File: src/sv/ppd_pkg.sv
package ppd_pkg;

    localparam int ID_W          = 16;
    localparam int NUM_POOL_REGS = 3;

    localparam logic [3:0] DEFAULT_POOL = 4'd2;
    localparam logic [3:0] FREE_MAX     = 4'd15;

    localparam logic [2:0] ST_DISPATCHED = 3'd0;
    localparam logic [2:0] ST_QUEUED     = 3'd1;
    localparam logic [2:0] ST_DROPPED    = 3'd2;
    localparam logic [2:0] ST_REL_WAITER = 3'd3;
    localparam logic [2:0] ST_REL_IDLE   = 3'd4;
    localparam logic [2:0] ST_BAD_CLASS  = 3'd5;

    localparam logic MODE_REQUEST = 1'b0;
    localparam logic MODE_RELEASE = 1'b1;

    typedef struct packed {
        logic       mode;
        logic [1:0] unit_class;
        logic [1:0] severity;
    } t_in_req;

    typedef struct packed {
        logic [2:0]      status;
        logic [ID_W-1:0] request_id;
        logic [1:0]      request_severity;
        logic [1:0]      class_out;
    } t_out_rsp;

    typedef struct packed {
        logic            push;
        logic            pop;
        logic [ID_W-1:0] id;
        logic [1:0]      sev;
    } t_q_cmd;

    typedef struct packed {
        logic            full;
        logic            nonempty;
        logic [ID_W-1:0] head_id;
        logic [1:0]      head_sev;
    } t_q_stat;

endpackage

File: src/sv/ppd_queue.sv
module ppd_queue #(
    parameter int DEPTH = 16
) (
    input  logic            i_clk,
    input  logic            i_rst_n,
    input  ppd_pkg::t_q_cmd  i_cmd,
    output ppd_pkg::t_q_stat o_stat
);
    import ppd_pkg::*;

    localparam int CW = $clog2(DEPTH + 1);

    logic [CW-1:0]   r_count;
    logic [CW-1:0]   n_count;
    logic [ID_W-1:0] r_id  [DEPTH];
    logic [1:0]      r_sev [DEPTH];
    logic [ID_W-1:0] n_id  [DEPTH];
    logic [1:0]      n_sev [DEPTH];
    logic [DEPTH-1:0] ge;

    // entries that stay ahead of a new request form a prefix of the chain
    always_comb begin
        for (int i = 0; i < DEPTH; i++) begin
            ge[i] = (CW'(i) < r_count) && (r_sev[i] >= i_cmd.sev);
        end
    end

    genvar g;
    generate
        for (g = 0; g < DEPTH; g++) begin : g_cell
            always_comb begin
                n_id[g]  = r_id[g];
                n_sev[g] = r_sev[g];
                if (i_cmd.push && !ge[g]) begin
                    if (g == 0) begin
                        n_id[g]  = i_cmd.id;
                        n_sev[g] = i_cmd.sev;
                    end else if (ge[(g == 0) ? 0 : g-1]) begin
                        n_id[g]  = i_cmd.id;
                        n_sev[g] = i_cmd.sev;
                    end else begin
                        n_id[g]  = r_id[(g == 0) ? 0 : g-1];
                        n_sev[g] = r_sev[(g == 0) ? 0 : g-1];
                    end
                end else if (i_cmd.pop && (g < DEPTH-1)) begin
                    n_id[g]  = r_id[(g < DEPTH-1) ? g+1 : g];
                    n_sev[g] = r_sev[(g < DEPTH-1) ? g+1 : g];
                end
            end

            always_ff @(posedge i_clk) begin
                r_id[g]  <= n_id[g];
                r_sev[g] <= n_sev[g];
            end
        end
    endgenerate

    always_comb begin
        n_count = r_count;
        if (i_cmd.push) begin
            n_count = r_count + CW'(1);
        end else if (i_cmd.pop) begin
            n_count = r_count - CW'(1);
        end
    end

    always_ff @(posedge i_clk) begin
        if (!i_rst_n) begin
            r_count <= '0;
        end else begin
            r_count <= n_count;
        end
    end

    assign o_stat.full     = (r_count == CW'(DEPTH));
    assign o_stat.nonempty = (r_count != '0);
    assign o_stat.head_id  = r_id[0];
    assign o_stat.head_sev = r_sev[0];

endmodule

File: src/sv/pooled_priority_dispatcher_top.sv
// channel   valid        stall        payload
// request   i_in_valid   o_in_stall   i_in_req  (mode, unit_class, severity)
// result    o_out_valid  i_out_stall  o_out_rsp (status, request_id, request_severity,
//                                               class_out)
// config    i_cfg_we     -            i_cfg_addr, i_cfg_wdata
//
// one request per cycle while the result side does not stall; each result passes through
// the input register, then the result register, decision made in one pass between them
// synchronous active-low reset: free counts to 2, queues empty, id counter to zero
// a stalled result holds the result register; the input register then stalls too
module pooled_priority_dispatcher_top #(
    parameter int QUEUE_DEPTH = 16,
    parameter int NUM_CLASSES = 3
) (
    input  logic              i_clk,
    input  logic              i_rst_n,
    input  logic              i_in_valid,
    output logic              o_in_stall,
    input  ppd_pkg::t_in_req  i_in_req,
    output logic              o_out_valid,
    input  logic              i_out_stall,
    output ppd_pkg::t_out_rsp o_out_rsp,
    input  logic              i_cfg_we,
    input  logic [1:0]        i_cfg_addr,
    input  logic [3:0]        i_cfg_wdata
);
    import ppd_pkg::*;

    logic            r_in_valid;
    logic            n_in_valid;
    t_in_req         r_in;
    logic            r_out_valid;
    t_out_rsp        r_out;
    t_out_rsp        n_out;
    logic [ID_W-1:0] r_next_id;
    logic [ID_W-1:0] n_next_id;
    logic [3:0]      r_free [NUM_CLASSES];

    logic            out_free;
    logic            go;
    logic            in_load;
    logic [NUM_CLASSES-1:0] sel;
    logic            bad;
    logic [1:0]      sev_eff;
    logic [ID_W-1:0] id_new;
    logic [3:0]      free_sel;
    logic [3:0]      free_inc;
    logic [3:0]      n_free_sel;
    logic            full_sel;
    logic            nonempty_sel;
    logic [ID_W-1:0] head_id_sel;
    logic [1:0]      head_sev_sel;
    logic            do_push;
    logic            do_pop;
    t_q_cmd          q_cmd  [NUM_CLASSES];
    t_q_stat         q_stat [NUM_CLASSES];

    assign out_free   = !r_out_valid || !i_out_stall;
    assign go         = r_in_valid && out_free;
    assign o_in_stall = r_in_valid && !out_free;
    assign in_load    = i_in_valid && !o_in_stall;
    assign n_in_valid = in_load ? 1'b1 : (go ? 1'b0 : r_in_valid);

    always_ff @(posedge i_clk) begin
        if (!i_rst_n) begin
            r_in_valid <= 1'b0;
        end else begin
            r_in_valid <= n_in_valid;
        end
        if (in_load) begin
            r_in <= i_in_req;
        end
    end

    // class select and per-class state muxing
    always_comb begin
        free_sel     = '0;
        full_sel     = 1'b0;
        nonempty_sel = 1'b0;
        head_id_sel  = '0;
        head_sev_sel = '0;
        for (int c = 0; c < NUM_CLASSES; c++) begin
            sel[c] = (32'(r_in.unit_class) == 32'(c));
            if (sel[c]) begin
                free_sel     = r_free[c];
                full_sel     = q_stat[c].full;
                nonempty_sel = q_stat[c].nonempty;
                head_id_sel  = q_stat[c].head_id;
                head_sev_sel = q_stat[c].head_sev;
            end
        end
    end

    assign bad      = (32'(r_in.unit_class) >= 32'(NUM_CLASSES));
    assign sev_eff  = (r_in.severity == 2'd0) ? 2'd1 : r_in.severity;
    assign id_new   = r_next_id + ID_W'(1);
    assign free_inc = (free_sel == FREE_MAX) ? FREE_MAX : free_sel + 4'd1;

    always_comb begin
        do_push    = 1'b0;
        do_pop     = 1'b0;
        n_free_sel = free_sel;
        n_next_id  = r_next_id;
        n_out.status           = ST_BAD_CLASS;
        n_out.request_id       = '0;
        n_out.request_severity = '0;
        n_out.class_out        = r_in.unit_class;
        if (!bad) begin
            if (r_in.mode == MODE_REQUEST) begin
                n_next_id              = id_new;
                n_out.request_id       = id_new;
                n_out.request_severity = sev_eff;
                if (free_sel != 4'd0) begin
                    n_free_sel   = free_sel - 4'd1;
                    n_out.status = ST_DISPATCHED;
                end else if (!full_sel) begin
                    do_push      = 1'b1;
                    n_out.status = ST_QUEUED;
                end else begin
                    n_out.status = ST_DROPPED;
                end
            end else if (nonempty_sel) begin
                // count after the release is never zero, so a waiter always goes
                do_pop                 = 1'b1;
                n_free_sel             = free_inc - 4'd1;
                n_out.status           = ST_REL_WAITER;
                n_out.request_id       = head_id_sel;
                n_out.request_severity = head_sev_sel;
            end else begin
                n_free_sel   = free_inc;
                n_out.status = ST_REL_IDLE;
            end
        end
    end

    genvar gc;
    generate
        for (gc = 0; gc < NUM_CLASSES; gc++) begin : g_class
            always_comb begin
                q_cmd[gc].push = go && sel[gc] && do_push;
                q_cmd[gc].pop  = go && sel[gc] && do_pop;
                q_cmd[gc].id   = id_new;
                q_cmd[gc].sev  = sev_eff;
            end

            ppd_queue #(
                .DEPTH (QUEUE_DEPTH)
            ) u_queue (
                .i_clk   (i_clk),
                .i_rst_n (i_rst_n),
                .i_cmd   (q_cmd[gc]),
                .o_stat  (q_stat[gc])
            );

            always_ff @(posedge i_clk) begin
                if (!i_rst_n) begin
                    r_free[gc] <= DEFAULT_POOL;
                end else if (i_cfg_we && (32'(i_cfg_addr) == 32'(gc))
                             && (gc < NUM_POOL_REGS)) begin
                    r_free[gc] <= i_cfg_wdata;
                end else if (go && sel[gc]) begin
                    r_free[gc] <= n_free_sel;
                end
            end
        end
    endgenerate

    always_ff @(posedge i_clk) begin
        if (!i_rst_n) begin
            r_out_valid <= 1'b0;
            r_next_id   <= '0;
        end else begin
            if (out_free) begin
                r_out_valid <= r_in_valid;
            end
            if (go) begin
                r_next_id <= n_next_id;
            end
        end
        if (go) begin
            r_out <= n_out;
        end
    end

    assign o_out_valid = r_out_valid;
    assign o_out_rsp   = r_out;

endmodule

File: config.mk
export PLATFORM = sky130hd
export DESIGN_NAME = pooled_priority_dispatcher_top
export DESIGN_NICKNAME = d
export VERILOG_FILES = /design/src/sv/ppd_pkg.sv /design/src/sv/ppd_queue.sv /design/src/sv/pooled_priority_dispatcher_top.sv
export SDC_FILE = /design/constraint.sdc
export NUM_CORES = 2
export LEC_CHECK = 0
export BUFFER_PORTS_ARGS = -buffer_cell sky130_fd_sc_hd__buf_2
export CORE_ASPECT_RATIO = 1.2
export CORE_MARGIN = 2
export CORE_UTILIZATION = 50
export DETAILED_ROUTE_END_ITERATION = 10
export GPL_ROUTABILITY_DRIVEN = 0
export PLACE_DENSITY = 0.68
export SYNTH_ARGS = -nofsm -noshare
export SYNTH_HDL_FRONTEND = slang
export SYNTH_SLANG_ARGS = --single-unit
export TNS_END_PERCENT = 5
File: constraint.sdc
create_clock -name i_clk -period 8.8 [get_ports i_clk]
set_input_delay 2.64 -clock i_clk [delete_from_list [all_inputs] [get_ports i_clk]]
set_output_delay 2.64 -clock i_clk [all_outputs]
set_load 0.03 [all_outputs]
==> results_tabular.tex <==
\begin{tabular}{lr}
\hline
Metric & Value \\
\hline
\multicolumn{2}{l}{\textbf{Clocking}} \\
\quad Post-cts sizing count & 0 \\
\quad Skew-Pair Late Insertion Delay & between 600 and 700 ps \\
\quad Clock root cell & sky130\_fd\_sc\_hd\_\_clkbuf\_16 \\
\quad Clock edge transition at the registers on the reported setup and hold paths & 60 ps \\
\quad Buffers inserted by post-CTS timing repair & 0 \\
\quad Number of sinks handled by clock tree synthesis & $\sim$940 \\
\quad Number of H-tree levels & 3 \\
\quad Maximum clock insertion buffer count & 3 \\
\quad Hold Buf Count CTS & 0 \\
\quad Number of buffers added by the clock tree synthesis step & 94 \\
\quad CTS tree & built \\
\multicolumn{2}{l}{\textbf{Critical path}} \\
\quad Cells along the critical path & buf\_2 -> a21bo\_2 -> clkinv\_1 -> nand2\_1 -> or3\_1 -> nand2\_1 \\
\quad Critical path launch point type & input port \\
\quad Worst Path Class, Setup & in -> reg \\
\quad Data required, critical path & 9000 ps \\
\quad Arrival time worst endpoint & around 6700 ps \\
\quad Endpoint type of the worst setup path & flop \\
\quad Max Fanout on Critical Path & 34 \\
\quad Reg2Reg Depth & 12 \\
\quad Worst reg2reg startpoint & r\_in[1]\$\_DFFE\_PP\_ \\
\quad Most frequent cell on the critical path & sky130\_fd\_sc\_hd\_\_nand2\_1 \\
\quad End of the worst register-to-register path & g\_class[0].u\_queue.r\_id[1][1]\$\_DFFE\_PP\_ \\
\quad Peak per-stage delay on the critical path & 1250 ps \\
\quad Register-to-register setup slack & 3080 ps \\
\quad Highest-delay cell along the critical path & sky130\_fd\_sc\_hd\_\_nand2\_1 \\
\multicolumn{2}{l}{\textbf{Die}} \\
\quad Die height & 349.3 um \\
\quad Core area & about 100000 um2 \\
\quad Die area & around 100000 um2 \\
\quad Die outline width & a little under 300 um \\
\quad Number of ports placed on the die boundary & about 40 \\
\quad Count of standard-cell rows & around 130 \\
\quad Initial cell density of the core & 0.5051 \\
\multicolumn{2}{l}{\textbf{Worst hold path}} \\
\quad Worst min-delay path startpoint & r\_in\_valid\$\_SDFFE\_PN0P\_ \\
\quad Path category of the worst min-delay check & reg -> reg \\
\quad Endpoint of the worst hold-timing path & o\_out\_valid\$\_SDFFE\_PN0P\_ \\
\quad Depth of the worst hold-timing path & 2 \\
\multicolumn{2}{l}{\textbf{Place}} \\
\quad Worst setup slack after placement & between 1500 and 2000 ps \\
\quad Count of placed standard cells including taps & 6099 \\
\quad Input/output buffers & 40 \\
\quad DP Wirelength & around 90 mm \\
\multicolumn{2}{l}{\textbf{Drt}} \\
\quad Via count & 36322 \\
\quad Average detailed-routed wire length per instance & roughly 21 um \\
\quad DRT Wirelength & 133.2 mm \\
\quad Via density per instance & between 5 and 6 \\
\quad Total DRC errors in the routed layout & 0 \\
\quad Violation count after the first detailed-routing iteration & between 3000 and 4000 \\
\quad Number of search-and-repair iterations in the first detailed-routing pass & 6 \\
\quad Detail Route Antenna Nets & 0 \\
\multicolumn{2}{l}{\textbf{Yosys}} \\
\quad Most used DFF post-synth & sky130\_fd\_sc\_hd\_\_edfxtp\_1 \\
\quad Average size of a mapped cell & a little under 10 um2 \\
\quad Seq/Total Area, Yosys & 0.5596 \\
\quad Yosys warning count & 0 \\
\quad Mapped Cells & 5161 \\
\quad Top-area cell type share of the netlist area & 0.5463 \\
\quad Synthesized Nets & 5288 \\
\quad Total of flip-flops plus latches after synthesis & $\sim$940 \\
\quad Number of synthesized flops with an enable pin & around 900 \\
\quad Share of async-settable or async-resettable flops after synthesis & 0 \\
\quad Largest cells by area after synthesis & sky130\_fd\_sc\_hd\_\_edfxtp\_1 (55\%), sky130\_fd\_sc\_hd\_\_o21ai\_0 (12\%), sky130\_fd\_sc\_hd\_\_nand2\_1 (9.8\%) \\
\quad Unique cell type count in the Yosys netlist & a little over 60 \\
\quad Area of the mapped netlist & about 50000 um2 \\
\quad Top cell type by total area after synthesis & sky130\_fd\_sc\_hd\_\_edfxtp\_1 \\
\multicolumn{2}{l}{\textbf{Global routing}} \\
\quad Wire length of the first global-routing pass & 201.8 mm \\
\quad Number of global-route vias before repair & between 30000 and 40000 \\
\quad Met3 track utilization from global routing & 0.03231 \\
\quad Global route total overflow & 0 \\
\quad Antenna violations before repair & 6 \\
\quad Combined global-route utilization of all metal layers & 0.2575 \\
\quad Largest net degree at the start of global routing & 55 \\
\quad Met1 routing resource usage after global routing & 0.3677 \\
\quad GR Util met2 & 0.4069 \\
\quad GR peak layer & met2 \\
\multicolumn{2}{l}{\textbf{Cells and area}} \\
\quad Ratio of cells with drive above 1 in the final layout & 0.07031 \\
\quad Register cell area after layout & about 28000 um2 \\
\quad Post-route non-filler standard cell count & 6273 \\
\quad Net total in the final layout & between 5000 and 6000 \\
\quad Final Core Density & 0.5456 \\
\quad Area added between synthesis and finish & 8.025\% \\
\quad Area of combinational cells with multiple inputs & 20190 um2 \\
\quad Count of fill cells added during filler insertion & around 8600 \\
\multicolumn{2}{l}{\textbf{STA}} \\
\quad Final setup violating endpoints & 0 \\
\quad Setup repair after global routing missed its margin & false \\
\quad Remaining max-slew budget at the tightest pin & 0.1823 \\
\quad Final critical delay including setup and external delays & between 6000 and 7000 ps \\
\quad Worst-margin pin slew & approximately 1200 ps \\
\quad Fraction of the cycle the final worst path needs & 0.7415 \\
\quad Post-route worst hold slack & 508.2 ps \\
\quad Total count of hold-check failures in the final report & 0 \\
\quad Final clock skew & $\sim$19 ps \\
\quad Final Max Slew Viols & 0 \\
\quad Maximum clock frequency & approximately 0.15 GHz \\
\quad Setup TNS & 0 ps \\
\quad Worst Slack Setup Final & 2275 ps \\
\multicolumn{2}{l}{\textbf{Pwr}} \\
\quad Max rail drop VDD & $\sim$0.16 mV \\
\quad Power Density & between 150 and 200 nW/um2 \\
\quad Static leakage & around 19 nW \\
\multicolumn{2}{l}{\textbf{Run status}} \\
\quad Status & finished, final reports clean \\
\multicolumn{2}{l}{\textbf{Job}} \\
\quad Max-cap violations & 0 \\
\hline
\end{tabular}
==> power breakdown <==
part	switching [mW]	internal, mW	leakage [nW]
sequential	0.0180	4.85	8.42
clock	1.71	2.30	1.48
combinational	0.186	0.0717	8.96
total	1.92	7.23	18.9
==> registers in the layout (all words and copies together), names as in the netlist <==
name / flops
g_class.u_queue.r_id: 768
g_class.u_queue.r_sev: 96
o_out_rsp: 23
r_next_id: 16
g_class.u_queue.r_count: 15
r_free: 12
r_in: 3
n_out: 2
o_out_valid: 1
r_in_valid: 1
==> metal layers <==
| layer | wire length (um) | vias to the layer above | share of wire |
|---|---|---|---|
| met5 | 0 | - | 0 |
| met1 | 58380 | 16922 | 0.44 |
| met2 | 60290 | 1402 | 0.45 |
| li1 | - | 17779 | - |
| met3 | 10340 | 219 | 0.078 |
| met4 | 4236 | 0 | 0.032 |
==> critical path, delay by kind of cell <==
kind,cells,cell delay (ps)
compound gates,1,160
simple gates,3,2970
buf+inv,2,940
==> logic make-up (layout without fill, tap and decap cells) <==
kind of cell,Yosys count,count (layout),synth area share
simple gates,1686,1686,0.1378
flops,937,937,0.5596
other cells,0,1,0
mux,330,330,0.06693
xor+xnor,38,38,0.006698
buf+inv,530,361,0.04208
compound gates,1529,1529,0.1589
fa+ha+maj,111,111,0.02795
==> stage by stage <==
step                power (mW)  area (um2)
floorplan                5.116       49690
global placement         5.209       50640
detailed placement       5.215       50640
CTS                      9.172       53670
global route             9.369       53680
finish                   9.144       53680
==> how the worst max path moves through the flow <==
stage	startpoint	end	slack, ps
after floorplan	i_out_stall	o_in_stall	3170
after global placement	i_out_stall	g_class[1].u_queue.r_id[0][4]$_DFFE_PP_	1740
after detailed placement	i_out_stall	g_class[1].u_queue.r_id[0][4]$_DFFE_PP_	1620
after CTS	i_out_stall	g_class[1].u_queue.r_id[0][12]$_DFFE_PP_	2300
after global routing	i_out_stall	g_class[1].u_queue.r_id[0][1]$_DFFE_PP_	1890
final	i_out_stall	g_class[1].u_queue.r_sev[0][0]$_DFFE_PP_	2280
==> area by class of cell <==
cell class,count,share of cell area
antenna,1,0.00004662
clock buffer,120,0.04662
clock inverter,53,0.009907
inverter,72,0.005035
multi-input combinational,3694,0.3761
sequential,937,0.5181
tap,1280,0.02984
timing repair buffer,116,0.01436
==> cell usage in the layout (no fill, tap or decap), types with 6 or more instances in the layout <==
| master | instances |
|---|---|
| sky130_fd_sc_hd__ha_1 | 110 |
| sky130_fd_sc_hd__clkbuf_16 | 96 |
| sky130_fd_sc_hd__o21ai_1 | 101 |
| sky130_fd_sc_hd__mux2i_1 | 312 |
| sky130_fd_sc_hd__nor3_1 | 16 |
| sky130_fd_sc_hd__clkinv_1 | 21 |
| sky130_fd_sc_hd__nand3_1 | 60 |
| sky130_fd_sc_hd__dfxtp_1 | 33 |
| sky130_fd_sc_hd__xnor2_1 | 12 |
| sky130_fd_sc_hd__clkinv_2 | 15 |
| sky130_fd_sc_hd__mux2_2 | 18 |
| sky130_fd_sc_hd__a31oi_1 | 11 |
| sky130_fd_sc_hd__nand4_1 | 9 |
| sky130_fd_sc_hd__nand2_1 | 1294 |
| sky130_fd_sc_hd__nand2b_1 | 52 |
| sky130_fd_sc_hd__buf_2 | 40 |
| sky130_fd_sc_hd__o22ai_1 | 20 |
| sky130_fd_sc_hd__nor2_2 | 21 |
| sky130_fd_sc_hd__xnor2_2 | 8 |
| sky130_fd_sc_hd__buf_4 | 76 |
| sky130_fd_sc_hd__inv_1 | 67 |
| sky130_fd_sc_hd__nor2_1 | 142 |
| sky130_fd_sc_hd__a211oi_1 | 13 |
| sky130_fd_sc_hd__and3_1 | 6 |
| sky130_fd_sc_hd__xor2_1 | 10 |
| sky130_fd_sc_hd__a21oi_2 | 23 |
| sky130_fd_sc_hd__o21ai_0 | 1147 |
| sky130_fd_sc_hd__a21o_1 | 15 |
| sky130_fd_sc_hd__or3_1 | 55 |
| sky130_fd_sc_hd__a21oi_1 | 162 |
| sky130_fd_sc_hd__clkbuf_1 | 23 |
| sky130_fd_sc_hd__edfxtp_1 | 904 |
| sky130_fd_sc_hd__bufinv_16 | 10 |
| sky130_fd_sc_hd__xor2_4 | 8 |
==> synth_stat cells, drive strengths merged, types with 20 or more instances <==
cell type	number
mux2i	312
nand3	60
or3	55
o22ai	20
a21oi	185
buf	110
xnor2	20
dfxtp	33
inv	70
nand2	1294
ha	111
edfxtp	904
nand2b	52
o21ai	1252
clkbuf	348
nor3	20
nor2	164
Note: power is estimated with default switching activity, not from simulation.
